--- src/rtl/core/tfae_pkg.sv ---
// Shared constants, codes and types of the timestamp FIFO with age expiry.
package tfae_pkg;

  localparam int unsigned FIFO_DEPTH = 1024;
  localparam int unsigned STAMP_W    = 64;
  localparam int unsigned AMT_W      = 32;
  localparam int unsigned OP_W       = 2;
  localparam int unsigned CNT_W      = 11;
  localparam int unsigned IN_DATA_W  = 40;
  localparam int unsigned OUT_DATA_W = 16;

  typedef enum logic [OP_W-1:0] {
    OP_INSERT  = 2'd0,
    OP_ADVANCE = 2'd1,
    OP_EXPIRE  = 2'd2,
    OP_NONE    = 2'd3
  } opcode_t;

  typedef enum logic {
    ST_IDLE   = 1'b0,
    ST_EXPIRE = 1'b1
  } state_t;

  // Broadcast to every cell in the chain.
  typedef struct packed {
    logic               pop;
    logic               ins;
    logic [STAMP_W-1:0] stamp;
  } cell_ctrl_t;

endpackage

--- src/rtl/core/tfae_cell.sv ---
// One storage cell of the stamp chain: holds a stamp and its valid bit.
module tfae_cell
  import tfae_pkg::*;
(
  input  logic               clk,
  input  logic               rst_n,
  input  cell_ctrl_t         ctrl,
  input  logic               prev_valid,
  input  logic               next_valid,
  input  logic [STAMP_W-1:0] next_stamp,
  output logic               valid,
  output logic [STAMP_W-1:0] stamp
);

  logic               valid_r, valid_nxt;
  logic [STAMP_W-1:0] stamp_r, stamp_nxt;

  always_comb begin
    valid_nxt = valid_r;
    stamp_nxt = stamp_r;
    if (ctrl.pop) begin
      // take the neighbor's entry, chain moves toward the head
      valid_nxt = next_valid;
      stamp_nxt = next_stamp;
    end else if (ctrl.ins && !valid_r && prev_valid) begin
      // first free cell captures the new stamp
      valid_nxt = 1'b1;
      stamp_nxt = ctrl.stamp;
    end
  end

  always_ff @(posedge clk) begin
    if (!rst_n) begin
      valid_r <= 1'b0;
    end else begin
      valid_r <= valid_nxt;
    end
  end

  always_ff @(posedge clk) begin
    stamp_r <= stamp_nxt;
  end

  assign valid = valid_r;
  assign stamp = stamp_r;

endmodule

--- config.mk ---
export PLATFORM = sky130hd
export DESIGN_NAME = tfae_cell
export DESIGN_NICKNAME = d
export VERILOG_FILES = /design/src/rtl/core/tfae_pkg.sv /design/src/rtl/core/tfae_cell.sv
export SDC_FILE = /design/constraint.sdc
export NUM_CORES = 1
export LEC_CHECK = 0
export BUFFER_PORTS_ARGS = -buffer_cell sky130_fd_sc_hd__buf_4
export CAP_MARGIN = 10
export CORE_UTILIZATION = 45
export CTS_BUF_LIST = sky130_fd_sc_hd__clkbuf_2 sky130_fd_sc_hd__clkbuf_4 sky130_fd_sc_hd__clkbuf_8
export DETAILED_ROUTE_END_ITERATION = 10
export PLACE_DENSITY = 0.87
export SYNTH_ARGS = -nofsm -noshare
export SYNTH_HDL_FRONTEND = slang
export SYNTH_SLANG_ARGS = --single-unit
--- constraint.sdc ---
create_clock -name clk -period 8.49 [get_ports clk]
set_clock_uncertainty 0.2 [all_clocks]
set_input_delay 1.2735 -clock clk [delete_from_list [all_inputs] [get_ports clk]]
set_output_delay 1.2735 -clock clk [all_outputs]
set_load 0.02 [all_outputs]
==> results.cfg <==
[synth]
yosys_warnings = 0
syn-num-nets = 276
post_synth_num_cell_types = 11
synth_cells = 142
syn-cell-area_um2 = 2760
avgSynthCellArea_um2 = 19.4
yosysSeqAreaShare = 0.704
ys_seq_elements = 65

[layout]
fillCellCount = 389
nets = 479
syn_to_final_growth_pct = 62.3
drive_above_1_share = 0.791
final_area_um2 = 4470
antenna_cells = 0
final_util = 0.755
layout_common_cells = buf_4, mux2_2, edfxtp_1, clkbuf_8, clkinv_1
final_common_cell = buf_4

[power]
p_leak_nw = 1.96
irDropWorstVdd_mv = 0.133
power_density_nw_per_um2 = 178

[setup_path]
rr_endpoint = stamp[43]
worstPathArrival_ns = 2.98
critPathRequiredTime_ns = 8.26
rr_startpoint = valid
endpoint_kind = flip-flop
r2r_slack_ns = 6.40
cp_max_fo = 67
r2r_cells = 2
path_class = input port to flip-flop
cp-start-kind = input port

[worst_hold_path]
min_to = valid
holdPathStages = 2
hp-class = flip-flop to flip-flop
min_from = valid

[global_route]
grt_pass1_wl_um = 9980
overflow = 0
track_usage = 0.223
grt_pass1_vias = 2052
grt_max_degree = 68
antenna_found_initial = 0

[clock_tree]
hold_buffers = 0
h-tree-depth = 3
numCtsBuffers = 9
ctsResizeCount = 0
post-cts-setup-buffer-count = 0
cts_tree = built
cts_root_buffer = clkbuf_8
clk_pin_slew_worst_paths_ns = 0.06
ctsLongestPathBuffers = 2
clock-sinks = 65
clock_latency_ns = 0.32

[timing]
finalCritPeriodShare = 0.378
finalHoldViolations = 0
maxSlewViolCount = 0
finalSetupViolations = 0
final.min_clock_period_ns = 3.21
fmax_mhz = 312
worst_pin_slew_ns = 0.840
setup_tns_ns = 0
relSlewSlack = 0.440
rsz0062_at_grt = no

[route]
postRouteAntennaNets = 0
avgViaCountPerCell = 4.67
drt-total-wl_um = 7240
drt-initial-drc-count = 40
drt_first_pass_iters = 6
drc_errors = 0
wl_per_cell_um = 17.1
vias = 1978

[floorplanning]
dieArea_um2 = 6440
initial_core_util = 0.466
die_w_um = 80.3
core_area_um2 = 5920
die_h_um = 80.3
pin_count = 199
rows = 28

[flow_run]
max-cap-violations = 0

[status]
status = finished clean

[placement]
io_buffers = 198
place_congestion = 0.784
postPlaceCellArea_um2 = 4300
## power breakdown
group | leakage, nW | total (mW) | internal (mW) | switching (mW)
clock network | 0.0890 | 0.237 | 0.129 | 0.108
registers | 0.644 | 0.394 | 0.386 | 0.00768
logic | 1.23 | 0.166 | 0.0914 | 0.0742
total | 1.96 | 0.796 | 0.607 | 0.190
## metrics by stage
stage	hold slack, ns	setup WS (ns)	std cells	power (mW)
floorplan	0.427	3.46	142	0.475
global placement	0.378	5.00	409	0.563
detailed placement	0.405	4.91	409	0.567
CTS	0.413	5.27	424	0.802
global route	0.453	5.16	424	0.823
finish	0.406	5.28	424	0.796
## flip-flops by register name (all words and copies together) (netlist names)
register  count
stamp        64
valid         1
## routing by layer
layer | vias up | global-route usage | share of wire
li1 | 961 | - | -
met1 | 883 | 0.242 | 0.35
met2 | 118 | 0.395 | 0.53
met3 | 16 | 0.0534 | 0.086
met4 | 0 | 0.129 | 0.031
met5 | - | 0 | 0
## logic make-up (layout without fill, tap and decap cells)
logic type | after synthesis | in the layout | synth area share
AOI/OAI and AO/OA | 2 | 2 | 0.00817
buffers and inverters | 9 | 216 | 0.0231
and+or+nand+nor | 2 | 2 | 0.00272
DFF | 65 | 65 | 0.704
muxes | 64 | 64 | 0.261
## critical path: stages
cell      delay (ns)
buf_4           0.63
o21bai_4        0.49
buf_4           0.53
## cells in the mapped netlist
cell type / n / area [um2]
a221oi_2: 1 / 15.0
buf_2: 3 / 15.0
buf_4: 1 / 7.51
buf_6: 3 / 33.8
dfxtp_1: 1 / 20.0
edfxtp_1: 64 / 1920
inv_1: 2 / 7.51
mux2_2: 64 / 721
nand2_1: 1 / 3.75
nor2_1: 1 / 3.75
o21bai_1: 1 / 7.51
## area by class of cell
class / instances / area (um2) / area share
clock buffer: 9 / 124 / 0.0277
clock inverter: 6 / 50.0 / 0.0112
inverter: 2 / 7.51 / 0.00168
multi-input combinational: 68 / 762 / 0.170
sequential: 65 / 1940 / 0.434
tap: 75 / 93.8 / 0.0210
timing repair buffer: 199 / 1490 / 0.334
## how the worst max path moves through the flow
| stage | slack, ns | start | endpoint |
|---|---|---|---|
| floorplan | 3.46 | prev_valid | stamp[0] |
| global placement | 5.00 | ctrl[65] | stamp[31] |
| detailed placement | 4.91 | ctrl[65] | stamp[50] |
| CTS | 5.27 | ctrl[65] | stamp[19] |
| global route | 5.16 | ctrl[65] | stamp[15] |
| finish | 5.28 | ctrl[65] | stamp[43] |
Power figures use the tool's default switching activity.
